### config.mk
export PLATFORM = sky130hd
export DESIGN_NAME = voxel_face_cull_with_ao_top_flat
export DESIGN_NICKNAME = d
export VERILOG_FILES = /design/src/design/vfc_pkg.sv /design/src/design/vfc_channel_if.sv /design/src/design/vfc_face_sel.sv /design/src/design/voxel_face_cull_with_ao_top.sv /design/src/flat_wrapper.sv
export SDC_FILE = /design/constraint.sdc
export NUM_CORES = 1
export LEC_CHECK = 0
export BUFFER_PORTS_ARGS = -buffer_cell sky130_fd_sc_hd__clkbuf_2
export CAP_MARGIN = 0
export CORE_ASPECT_RATIO = 1.1
export CORE_MARGIN = 2
export CORE_UTILIZATION = 53
export DETAILED_ROUTE_END_ITERATION = 10
export PLACE_DENSITY_LB_ADDON = 0.1
export SYNTH_ARGS = -nofsm -noshare
export SYNTH_HDL_FRONTEND = slang
export SYNTH_SLANG_ARGS = --single-unit
### constraint.sdc
create_clock -name clk -period 3.2 [get_ports clk]
set_clock_uncertainty 0.15 [all_clocks]
set_input_delay 0.64 -clock clk [delete_from_list [all_inputs] [get_ports clk]]
set_output_delay 0.64 -clock clk [all_outputs]
set_load 0.01 [all_outputs]
### src/design/vfc_pkg.sv
package vfc_pkg;

	localparam int NB_W      = 27;
	localparam int POS_W     = 4;
	localparam int COLOUR_W  = 24;
	localparam int DIR_W     = 3;
	localparam int AO_W      = 2;
	localparam int COUNT_W   = 17;
	localparam int NUM_DIRS  = 6;
	localparam int NUM_VERTS = 4;
	localparam int CENTRE_BIT = 13;
	localparam int FACE_VERTS = 4;

	localparam int NORMAL [NUM_DIRS][3] = '{
		'{ 1, 0, 0}, '{-1, 0, 0}, '{0, 1, 0}, '{0, -1, 0}, '{0, 0, 1}, '{0, 0, -1}
	};

	localparam int SIDES [NUM_DIRS][4][3] = '{
		'{'{0, -1, 0}, '{0, 0, 1},  '{0, 1, 0}, '{0, 0, -1}},
		'{'{0, -1, 0}, '{0, 0, -1}, '{0, 1, 0}, '{0, 0, 1}},
		'{'{0, 0, 1},  '{-1, 0, 0}, '{0, 0, -1}, '{1, 0, 0}},
		'{'{0, 0, -1}, '{-1, 0, 0}, '{0, 0, 1}, '{1, 0, 0}},
		'{'{0, -1, 0}, '{-1, 0, 0}, '{0, 1, 0}, '{1, 0, 0}},
		'{'{0, -1, 0}, '{1, 0, 0},  '{0, 1, 0}, '{-1, 0, 0}}
	};

	localparam int VPAIR [NUM_VERTS][2] = '{'{0, 1}, '{3, 0}, '{2, 3}, '{1, 2}};

	typedef logic [NUM_DIRS-1:0] dir_mask_t;

	typedef struct packed {
		logic [DIR_W-1:0]                dir;
		logic [NUM_VERTS-1:0][AO_W-1:0]  ao;
		dir_mask_t                       rest;
		logic                            last;
	} face_sel_t;

	function automatic int cell_index(input int x, input int y, input int z);
		return (x + 1) + (y + 1) * 3 + (z + 1) * 9;
	endfunction

	// faces whose neighbour is empty, none when the centre is empty
	function automatic dir_mask_t open_faces(input logic [NB_W-1:0] nb);
		dir_mask_t m;
		m = '0;
		for (int d = 0; d < NUM_DIRS; d++) begin
			m[d] = nb[CENTRE_BIT] &
				~nb[5'(cell_index(NORMAL[d][0], NORMAL[d][1], NORMAL[d][2]))];
		end
		return m;
	endfunction

	function automatic logic [NUM_VERTS-1:0][AO_W-1:0] face_ao(
		input logic [NB_W-1:0] nb,
		input int d
	);
		logic [NUM_VERTS-1:0][AO_W-1:0] r;
		logic s1;
		logic s2;
		logic c;
		int pa;
		int pb;
		r = '0;
		for (int v = 0; v < NUM_VERTS; v++) begin
			pa = VPAIR[v][0];
			pb = VPAIR[v][1];
			s1 = nb[5'(cell_index(NORMAL[d][0] + SIDES[d][pa][0],
				NORMAL[d][1] + SIDES[d][pa][1], NORMAL[d][2] + SIDES[d][pa][2]))];
			s2 = nb[5'(cell_index(NORMAL[d][0] + SIDES[d][pb][0],
				NORMAL[d][1] + SIDES[d][pb][1], NORMAL[d][2] + SIDES[d][pb][2]))];
			c = nb[5'(cell_index(
				NORMAL[d][0] + SIDES[d][pa][0] + SIDES[d][pb][0],
				NORMAL[d][1] + SIDES[d][pa][1] + SIDES[d][pb][1],
				NORMAL[d][2] + SIDES[d][pa][2] + SIDES[d][pb][2]))];
			if (s1 && s2) begin
				r[v] = '0;
			end else begin
				r[v] = 2'd3 - 2'(s1) - 2'(s2) - 2'(c);
			end
		end
		return r;
	endfunction

endpackage

### src/design/vfc_channel_if.sv
interface vfc_voxel_if;
	import vfc_pkg::*;

	logic                valid;
	logic                ready;
	logic [NB_W-1:0]     neighbourhood;
	logic [POS_W-1:0]    block_x;
	logic [POS_W-1:0]    block_y;
	logic [POS_W-1:0]    block_z;
	logic [COLOUR_W-1:0] colour_rgb;
	logic                first_block;

	modport source (
		output valid, neighbourhood, block_x, block_y, block_z, colour_rgb, first_block,
		input  ready
	);
	modport sink (
		input  valid, neighbourhood, block_x, block_y, block_z, colour_rgb, first_block,
		output ready
	);
endinterface

interface vfc_face_if;
	import vfc_pkg::*;

	logic                valid;
	logic                ready;
	logic [DIR_W-1:0]    face_dir;
	logic [POS_W-1:0]    face_x;
	logic [POS_W-1:0]    face_y;
	logic [POS_W-1:0]    face_z;
	logic [AO_W-1:0]     ao_v0;
	logic [AO_W-1:0]     ao_v1;
	logic [AO_W-1:0]     ao_v2;
	logic [AO_W-1:0]     ao_v3;
	logic [COUNT_W-1:0]  base_vertex;
	logic [COLOUR_W-1:0] face_colour;
	logic                last_face;

	modport source (
		output valid, face_dir, face_x, face_y, face_z, ao_v0, ao_v1, ao_v2, ao_v3,
			base_vertex, face_colour, last_face,
		input  ready
	);
	modport sink (
		input  valid, face_dir, face_x, face_y, face_z, ao_v0, ao_v1, ao_v2, ao_v3,
			base_vertex, face_colour, last_face,
		output ready
	);
endinterface

### src/design/vfc_face_sel.sv
module vfc_face_sel (
	input  vfc_pkg::dir_mask_t         mask,
	input  logic [vfc_pkg::NB_W-1:0]   nb,
	output vfc_pkg::face_sel_t         sel
);
	import vfc_pkg::*;

	logic [NUM_DIRS-1:0][NUM_VERTS-1:0][AO_W-1:0] ao_all;
	logic [DIR_W-1:0] dir;
	dir_mask_t        rest;

	always_comb begin
		for (int d = 0; d < NUM_DIRS; d++) begin
			ao_all[d] = face_ao(nb, d);
		end
	end

	// lowest pending direction first
	always_comb begin
		dir = '0;
		for (int d = NUM_DIRS - 1; d >= 0; d--) begin
			if (mask[d]) begin
				dir = DIR_W'(d);
			end
		end
		rest = mask;
		rest[dir] = 1'b0;
	end

	assign sel.dir  = dir;
	assign sel.ao   = ao_all[dir];
	assign sel.rest = rest;
	assign sel.last = (rest == '0);

endmodule

### src/design/voxel_face_cull_with_ao_top.sv
// Voxel face culling with ambient occlusion. A voxel item with a solid centre and k empty
// axis neighbours produces k face items in +X,-X,+Y,-Y,+Z,-Z order, one per cycle unless
// face.ready stalls the single output register, so it holds the working stage until its last
// face is issued; voxels with no visible face are absorbed on acceptance. The next voxel is
// taken in the cycle its predecessor's last face is issued. The first face passes through
// the working stage register and then the output register. base_vertex counts up by four per
// face, wraps at 2^17 and is cleared ahead of any voxel flagged first_block.
module voxel_face_cull_with_ao_top (
	input  logic             clk,
	input  logic             arst_n,
	vfc_voxel_if.sink        voxel,
	vfc_face_if.source       face
);
	import vfc_pkg::*;

	logic                valid_s1;
	dir_mask_t           mask_s1;
	logic [NB_W-1:0]     nb_s1;
	logic [POS_W-1:0]    x_s1;
	logic [POS_W-1:0]    y_s1;
	logic [POS_W-1:0]    z_s1;
	logic [COLOUR_W-1:0] colour_s1;
	logic                clr_s1;

	logic                valid_s2;
	logic [DIR_W-1:0]    dir_s2;
	logic [POS_W-1:0]    x_s2;
	logic [POS_W-1:0]    y_s2;
	logic [POS_W-1:0]    z_s2;
	logic [NUM_VERTS-1:0][AO_W-1:0] ao_s2;
	logic [COUNT_W-1:0]  base_s2;
	logic [COLOUR_W-1:0] colour_s2;
	logic                last_s2;

	logic [COUNT_W-1:0]  count_q;

	dir_mask_t           mask_in;
	face_sel_t           sel;
	logic                emit;
	logic                accept;
	logic [COUNT_W-1:0]  base;

	vfc_face_sel u_face_sel (
		.mask (mask_s1),
		.nb   (nb_s1),
		.sel  (sel)
	);

	always_comb begin
		mask_in     = open_faces(voxel.neighbourhood);
		emit        = valid_s1 && (!valid_s2 || face.ready);
		voxel.ready = !valid_s1 || (emit && sel.last);
		accept      = voxel.valid && voxel.ready;
		base        = clr_s1 ? '0 : count_q;
	end

	always_ff @(posedge clk or negedge arst_n) begin
		if (!arst_n) begin
			valid_s1 <= 1'b0;
			valid_s2 <= 1'b0;
			count_q  <= '0;
		end else begin
			if (accept) begin
				valid_s1 <= (mask_in != '0);
			end else if (emit && sel.last) begin
				valid_s1 <= 1'b0;
			end
			if (emit) begin
				valid_s2 <= 1'b1;
			end else if (face.ready) begin
				valid_s2 <= 1'b0;
			end
			if (emit) begin
				count_q <= base + COUNT_W'(FACE_VERTS);
			end
			// voxel without faces still applies its counter clear
			if (accept && voxel.first_block && (mask_in == '0)) begin
				count_q <= '0;
			end
		end
	end

	always_ff @(posedge clk) begin
		if (accept) begin
			mask_s1   <= mask_in;
			nb_s1     <= voxel.neighbourhood;
			x_s1      <= voxel.block_x;
			y_s1      <= voxel.block_y;
			z_s1      <= voxel.block_z;
			colour_s1 <= voxel.colour_rgb;
			clr_s1    <= voxel.first_block;
		end else if (emit) begin
			mask_s1 <= sel.rest;
			clr_s1  <= 1'b0;
		end
		if (emit) begin
			dir_s2    <= sel.dir;
			x_s2      <= x_s1;
			y_s2      <= y_s1;
			z_s2      <= z_s1;
			ao_s2     <= sel.ao;
			base_s2   <= base;
			colour_s2 <= colour_s1;
			last_s2   <= sel.last;
		end
	end

	assign face.valid       = valid_s2;
	assign face.face_dir    = dir_s2;
	assign face.face_x      = x_s2;
	assign face.face_y      = y_s2;
	assign face.face_z      = z_s2;
	assign face.ao_v0       = ao_s2[0];
	assign face.ao_v1       = ao_s2[1];
	assign face.ao_v2       = ao_s2[2];
	assign face.ao_v3       = ao_s2[3];
	assign face.base_vertex = base_s2;
	assign face.face_colour = colour_s2;
	assign face.last_face   = last_s2;

endmodule

### src/flat_wrapper.sv
// flat-port wrapper written by rule: the top's interface ports become plain ports
module voxel_face_cull_with_ao_top_flat import vfc_pkg::*;
  (clk, arst_n, voxel_valid, voxel_neighbourhood, voxel_block_x, voxel_block_y, voxel_block_z, voxel_colour_rgb, voxel_first_block, voxel_ready, face_valid, face_face_dir, face_face_x, face_face_y, face_face_z, face_ao_v0, face_ao_v1, face_ao_v2, face_ao_v3, face_base_vertex, face_face_colour, face_last_face, face_ready);
  vfc_voxel_if voxel_i ();
  vfc_face_if face_i ();
  input  logic clk;
  input  logic arst_n;
  input wire logic [$bits(voxel_i.valid)-1:0] voxel_valid;
  input wire logic [$bits(voxel_i.neighbourhood)-1:0] voxel_neighbourhood;
  input wire logic [$bits(voxel_i.block_x)-1:0] voxel_block_x;
  input wire logic [$bits(voxel_i.block_y)-1:0] voxel_block_y;
  input wire logic [$bits(voxel_i.block_z)-1:0] voxel_block_z;
  input wire logic [$bits(voxel_i.colour_rgb)-1:0] voxel_colour_rgb;
  input wire logic [$bits(voxel_i.first_block)-1:0] voxel_first_block;
  output wire logic [$bits(voxel_i.ready)-1:0] voxel_ready;
  output wire logic [$bits(face_i.valid)-1:0] face_valid;
  output wire logic [$bits(face_i.face_dir)-1:0] face_face_dir;
  output wire logic [$bits(face_i.face_x)-1:0] face_face_x;
  output wire logic [$bits(face_i.face_y)-1:0] face_face_y;
  output wire logic [$bits(face_i.face_z)-1:0] face_face_z;
  output wire logic [$bits(face_i.ao_v0)-1:0] face_ao_v0;
  output wire logic [$bits(face_i.ao_v1)-1:0] face_ao_v1;
  output wire logic [$bits(face_i.ao_v2)-1:0] face_ao_v2;
  output wire logic [$bits(face_i.ao_v3)-1:0] face_ao_v3;
  output wire logic [$bits(face_i.base_vertex)-1:0] face_base_vertex;
  output wire logic [$bits(face_i.face_colour)-1:0] face_face_colour;
  output wire logic [$bits(face_i.last_face)-1:0] face_last_face;
  input wire logic [$bits(face_i.ready)-1:0] face_ready;
  assign voxel_i.valid = voxel_valid;
  assign voxel_i.neighbourhood = voxel_neighbourhood;
  assign voxel_i.block_x = voxel_block_x;
  assign voxel_i.block_y = voxel_block_y;
  assign voxel_i.block_z = voxel_block_z;
  assign voxel_i.colour_rgb = voxel_colour_rgb;
  assign voxel_i.first_block = voxel_first_block;
  assign voxel_ready = voxel_i.ready;
  assign face_valid = face_i.valid;
  assign face_face_dir = face_i.face_dir;
  assign face_face_x = face_i.face_x;
  assign face_face_y = face_i.face_y;
  assign face_face_z = face_i.face_z;
  assign face_ao_v0 = face_i.ao_v0;
  assign face_ao_v1 = face_i.ao_v1;
  assign face_ao_v2 = face_i.ao_v2;
  assign face_ao_v3 = face_i.ao_v3;
  assign face_base_vertex = face_i.base_vertex;
  assign face_face_colour = face_i.face_colour;
  assign face_last_face = face_i.last_face;
  assign face_i.ready = face_ready;
  voxel_face_cull_with_ao_top u_core (.clk(clk), .arst_n(arst_n), .voxel(voxel_i), .face(face_i));
endmodule
; After elaboration in Yosys (flattened, before gate mapping)
; Cells that the tools add are included.
[word_totals]
register_bits = 143
inputBits = 68
out_inout_bits = 67
elab_cells = 120
[classes]
add_sub_neg = 28
order_cmp = 2
muxes = 31
n_bitwise = 10
n_reduce_logical = 27
[op_table]
columns = cell, n
row1 = 2-to-1 mux 17 bit, 3
row2 = subtractor 2 x 1 -> 2 bit, 20
row3 = binary-select mux 8 bit (select 3 bit), 1
row4 = 2-to-1 mux 2 bit, 10
row5 = 2-to-1 mux 3 bit, 6
row6 = adder 17 x 3 -> 17 bit (second input constant), 1
row7 = logical AND 1 bit, 16
row8 = subtractor 2 x 1 -> 2 bit (first input constant), 7
row9 = zero test 6 bit, 2
row10 = 2-to-1 mux 6 bit, 2
row11 = 2-to-1 mux 8 bit, 1
row12 = nonzero test 2 bit, 4
row13 = 2-to-1 mux 1 bit, 7
row14 = AND 6 bit, 1
row15 = inverter 6 bit, 1
row16 = nonzero test 6 bit, 1
row17 = AND 1 bit, 4
row18 = less-than comparator 3 x 4 -> 1 bit (second input constant), 1
row19 = inverter 1 bit, 4
row20 = demux 1 bit (select 3 bit), 1
row21 = >= comparator 3 x 1 -> 1 bit (second input constant), 1
row22 = zero test 1 bit, 2
row23 = logical OR 1 bit, 2

; Depth between registers and ports, before layout
[logic_depth]
ltp_word = 19
depth_mapped = 8
depth_no_buf = 6

; Hierarchy
; Synthesis repeated with hierarchy kept, for this count alone.
[hier_totals]
hier_cells = 384
hier_area_um2 = 6077.1
[by_module_without_submodules]
columns = module, n_inst, cells_each, area_per_inst_um2, seq_area_each_um2
row1 = voxel_face_cull_with_ao_top, 1, 295, 5326.4, 4509.3
row2 = vfc_face_sel, 1, 89, 750.7, 0.0

; Least setup slack after synthesis
; Ideal clock, no wire load.
[synth_path]
path_kind = input -> register
start = in face_ready
end = reg u_core.count_q[4]
setup_ps = 165
arrival_time_ps = 2629
required_time_ps = 2885
path_slack_ps = 256
path_stages = 5
n_path_buf = 0
cell_sequence = nand2b_1 > nand2_1 > inv_1 > mux2i_1 > a21oi_1
[synth_via]
elab_chain_len = 8
word_cells_on_any_way = 9
cone_classes = mux (1) / reduce/logical (8)
[synth_rtl]
columns = element, line
row1 = from (decl), flat_wrapper.sv:28  ; input wire logic [$bits(face_i.ready)-1:0] face_ready;
row2 = logical OR 1 bit *, voxel_face_cull_with_ao_top.sv:51  ; emit = valid_s1 && (!valid_s2 || face.ready);
row3 = logical AND 1 bit *, voxel_face_cull_with_ao_top.sv:51
row4 = named net u_core.emit, voxel_face_cull_with_ao_top.sv:39  ; logic emit;
row5 = logical AND 1 bit, voxel_face_cull_with_ao_top.sv:52  ; voxel.ready = !valid_s1 || (emit && sel.last);
row6 = logical OR 1 bit, voxel_face_cull_with_ao_top.sv:52
row7 = logical AND 1 bit, voxel_face_cull_with_ao_top.sv:53  ; accept = voxel.valid && voxel.ready;
row8 = logical AND 1 bit (2 in series), voxel_face_cull_with_ao_top.sv:77  ; if (accept && voxel.first_block && (mask_in == '0)) begin
row9 = 2-to-1 mux 17 bit / nonzero test 2 bit (equally long branches), --
row10 = to (signal assigned), voxel_face_cull_with_ao_top.sv:74  ; count_q <= base + COUNT_W'(FACE_VERTS);
row11 = to (decl), voxel_face_cull_with_ao_top.sv:35  ; logic [COUNT_W-1:0] count_q;
; Mark *: on every way through the listed nets, which the timed path passes. The rest lies on a longest branch.
; A chain may end at the register's enable or synchronous reset.

; Final worst setup path
[layout_path]
start = reg u_core.mask_s1[5]
end = out voxel_ready
[layout_via]
elab_chain_len = 15
word_cells_on_any_way = 16
cone_classes = order compare (2) / mux (8) / bitwise (2) / reduce/logical (4)
[layout_rtl]
columns = element, line
row1 = from (decl), voxel_face_cull_with_ao_top.sv:17  ; dir_mask_t mask_s1;
row2 = from (signal assigned), voxel_face_cull_with_ao_top.sv:85  ; mask_s1 <= mask_in;
row3 = from (signal assigned), voxel_face_cull_with_ao_top.sv:93  ; mask_s1 <= sel.rest;
row4 = 2-to-1 mux 3 bit (6 in series), vfc_face_sel.sv:22  ; if (mask[d]) begin
row5 = less-than comparator 3 x 4 -> 1 bit (not written as such) / >= comparator 3 x 1 -> 1 bit (equally long branches), vfc_face_sel.sv:27  ; rest[dir] = 1'b0;
row6 = logical AND 1 bit (not written as such), vfc_face_sel.sv:27
row7 = 2-to-1 mux 1 bit (not written as such), vfc_face_sel.sv:27
row8 = demux 1 bit (select 3 bit), vfc_face_sel.sv:27
row9 = inverter 6 bit (no line), --
row10 = AND 6 bit (no line) *, --
row11 = zero test 6 bit *, vfc_face_sel.sv:33  ; assign sel.last = (rest == '0);
row12 = logical AND 1 bit *, voxel_face_cull_with_ao_top.sv:52
row13 = logical OR 1 bit *, voxel_face_cull_with_ao_top.sv:52
row14 = to (decl), flat_wrapper.sv:15  ; output wire logic [$bits(voxel_i.ready)-1:0] voxel_ready;
; Mark *: on every way between the ends. The rest lies on a longest branch, timed or not.

==> run_results.csv <==
group,metric,value,unit
floorplanning,ios,135,
yosys,syn-cell-area,5680,sq um
critical_path,crit_family,"simple AND/OR/NAND/NOR gates",
clocking,insertion_delay,410,ps
hold_path,hold_class,"in2async",
yosys,synth_area_leaders,"edfxtp_1 62%, dfrtp_1 8.4%, fa_1 5.6%",
critical_path,r2r-start,"u_core.mask_s1[5]",
run,drv_cap,0,
detailed_routing,wl_per_cell,15.5,um
clocking,clk_pin_slew,60,ps
yosys,synth_warnings,0,
global_route,antenna_found_initial,0,
status,status,"finished, final reports clean",
detailed_routing,drc,0,
floorplanning,dieArea,11600,sq um
critical_path,cp_max_fo,8,
timing,finalMaxSlewViolations,0,
global_route,grt_max_degree,67,
placement,dp_hpwl,6.92,mm
yosys,ys_seq_area_share,70.9,%
clocking,numCtsBuffers,17,
clocking,clock-root-buffer,"clkbuf_16",
placement,gp_congestion,0.758,
timing,holdWs,40.8,ps
yosys,synth_top_cell_by_area,"edfxtp_1",
power_and_ir_drop,switching_power,2.11,mW
timing,finalSetupViolCount,0,
finish,fin_area,7170,sq um
critical_path,crit_required,2410,ps
timing,hold_viol_final,0,
timing,min_period_over_period,95.4,%
floorplanning,start_util,54.7,%
clocking,clock-sinks,138,
yosys,synth_enable_flop_cells,117,
timing,relSlewSlack,48.0,%
global_route,grt_pass1_vias,3314,
global_route,track_usage,19.1,%
critical_path,crit_path_start_kind,"flop",
yosys,synthArstFlopShare,13.8,%
critical_path,critPathBufInv,2,
power_and_ir_drop,p_comb_share,26.0,%
yosys,syn_nets,454,
detailed_routing,ant_nets,0,
detailed_routing,drt_wl_total,10.2,mm
global_route,grt_overflow,0,
detailed_routing,vias,3483,
critical_path,cp_data_arrival_time,2260,ps
critical_path,max_stage_delay,530,ps
detailed_routing,dr.pass1.iters,6,
power_and_ir_drop,netSwitchingFraction,31.3,%
power_and_ir_drop,power_density,943,nW/um^2
floorplanning,die_w,103,um
power_and_ir_drop,p_seq_share,43.4,%
timing,fmax,0.328,GHz
critical_path,crit_start,"u_core.mask_s1[5]",
floorplanning,core,10400,sq um
finish,antenna_cells,0,
clocking,postCtsResizedCells,0,
power_and_ir_drop,peakVddDrop,447,uV
finish,area_delta_synth_final,26.1,%
timing,period_minus_slack,3050,ps
yosys,syn_avg_cell_area,15.6,sq um
critical_path,crit_type,"reg2out",
floorplanning,fp.dieH,113,um
yosys,ys_seq_elements,138,
yosys,synth_cell_types,62,
critical_path,crit_chain,"a2111oi_2 > nor4_1 > or3_1 > inv_2 > clkbuf_2",
global_route,grt_pass1_wl,16.6,mm
clocking,clockBufferDepth,2,
detailed_routing,drtIter0Drc,202,
yosys,synth_top_area_share,61.8,%
finish,drive_above_1_share,34.5,%
power_and_ir_drop,leakagePower,2.93,nW
timing,max_slew.worst_pin.slew,769,ps
finish,nets,592,
critical_path,worst_path_max_delay_cell,"edfxtp_1",
clocking,cts_max_level,4,
placement,dpl_cell_area,6510,sq um
yosys,synth.top_cells.by_count,"117 x edfxtp_1, 23 x nand2_1, 21 x inv_1",
critical_path,end_kind,"output port",
yosys,synth.most_common_cell,"edfxtp_1",
placement,numPortBuffers,123,
detailed_routing,vias_per_cell,5.29,
power_and_ir_drop,p_int,4.65,mW
power_and_ir_drop,clock_power_share,30.7,%
yosys,syn-instance-count,365,
clocking,cts_tree,"built",
floorplanning,fp-row-count,39,
yosys,synth_flop_cell,"edfxtp_1",
-- metal layers --
metal / vias up / part of all wire, % / GRT usage, %
met1: 1690 / 41 / 24.5
met4: 0 / 2.2 / 9.30
li1: 1655 / - / -
met2: 120 / 51 / 30.2
met3: 18 / 6.0 / 5.17
met5: - / 0 / 0
-- sequential cells by signal, indices dropped and copies added (netlist names), 3 cells and up --
register and cells:
u_core.colour_s1 24, u_core.face.face_z 4, u_core.face.base_vertex 17, u_core.x_s1 4, u_core.face.face_colour 24, u_core.y_s1 4, u_core.nb_s1 11, u_core.face.face_dir 3
u_core.mask_s1 6, u_core.face.face_x 4, u_core.z_s1 4, u_core.face.face_y 4, u_core.count_q 17
-- worst reg2reg max path, cell delays in order (launching register included) --
cell       delay, ps
edfxtp_1         530
a2111oi_2        480
nor4_1           150
or3_1            500
o21ai_1          420
-- worst paths after layout --
| kind | endpoint | slack (ps) | cells past startpoint |
|---|---|---|---|
| worst max-delay path | voxel_ready | 150 | 5 |
| worst min register to register | u_core.face.face_colour[21] | 270 | 0 |
| max in group asynchronous | u_core.count_q[2] | 2500 | 1 |
| min in group clk | u_core.nb_s1[7] | 250 | 1 |
| worst max register to register | u_core.mask_s1[5] | 620 | 4 |
| worst min-delay path | u_core.valid_s1 | 40 | 1 |
-- cell type report --
| class | instances | area (sq um) |
|---|---|---|
| Multi-Input combinational cell | 187 | 1490 |
| Tap cell | 143 | 179 |
| Clock buffer | 18 | 429 |
| Clock inverter | 14 | 210 |
| Sequential cell | 138 | 4030 |
| Fill cell | 730 | 3230 |
| Inverter | 26 | 98.8 |
| Timing Repair Buffer | 133 | 728 |
-- power groups by stage --
stage               registers, mW  logic, mW  clock network (mW)
floorplan                    3.07      0.936                   0
global placement             2.97       1.69                   0
detailed placement           2.99       1.73                   0
CTS                          2.96       1.74                2.12
global route                 3.00       1.94                2.21
finish                       2.93       1.76                2.07
-- kinds of logic after synthesis --
logic type / count (synthesis) / share of synthesized area (%)
flip-flops: 138 / 70.9
AND/OR/NAND/NOR: 92 / 8.98
AO/OA/AOI/OAI: 70 / 9.73
buffers and inverters: 40 / 2.97
adder cells (fa/ha/maj): 21 / 6.74
multiplexers: 3 / 0.528
XOR/XNOR: 1 / 0.154
-- placed cells by master, fill, tap and decap left out, drive strengths merged, types with 4 or more instances in the layout --
| cell type | instances |
|---|---|
| nor2 | 16 |
| a31oi | 7 |
| nand2 | 23 |
| buf | 10 |
| o311ai | 4 |
| nor2b | 16 |
| ha | 5 |
| edfxtp | 117 |
| a21oi | 5 |
| clkbuf | 141 |
| dfrtp | 19 |
| fa | 16 |
| bufinv | 4 |
| a22oi | 11 |
| a32o | 4 |
| o21ai | 10 |
| inv | 31 |
| nor4 | 5 |
-- per-stage QoR --
step | power, mW | cells | worst slack, ps | TNS (ps) | utilization (%)
6_report | 6.76 | 659 | 147 | 0 | 69.0
3_5_place_dp | 4.71 | 625 | 562 | 0 | 62.7
4_1_cts | 6.82 | 657 | 106 | 0 | 68.8
3_3_place_gp | 4.66 | 625 | 577 | 0 | 62.7
2_1_floorplan | 4.01 | 365 | 256 | 0 | -
5_1_grt | 7.16 | 659 | -15.0 | -15.0 | 69.0
-- repair_timing --
item	CTS	global route
buffers inserted	0	2
setup endpoints to repair	0	1
hold buffers	0	0
Note: power is estimated with default switching activity, not from simulation.
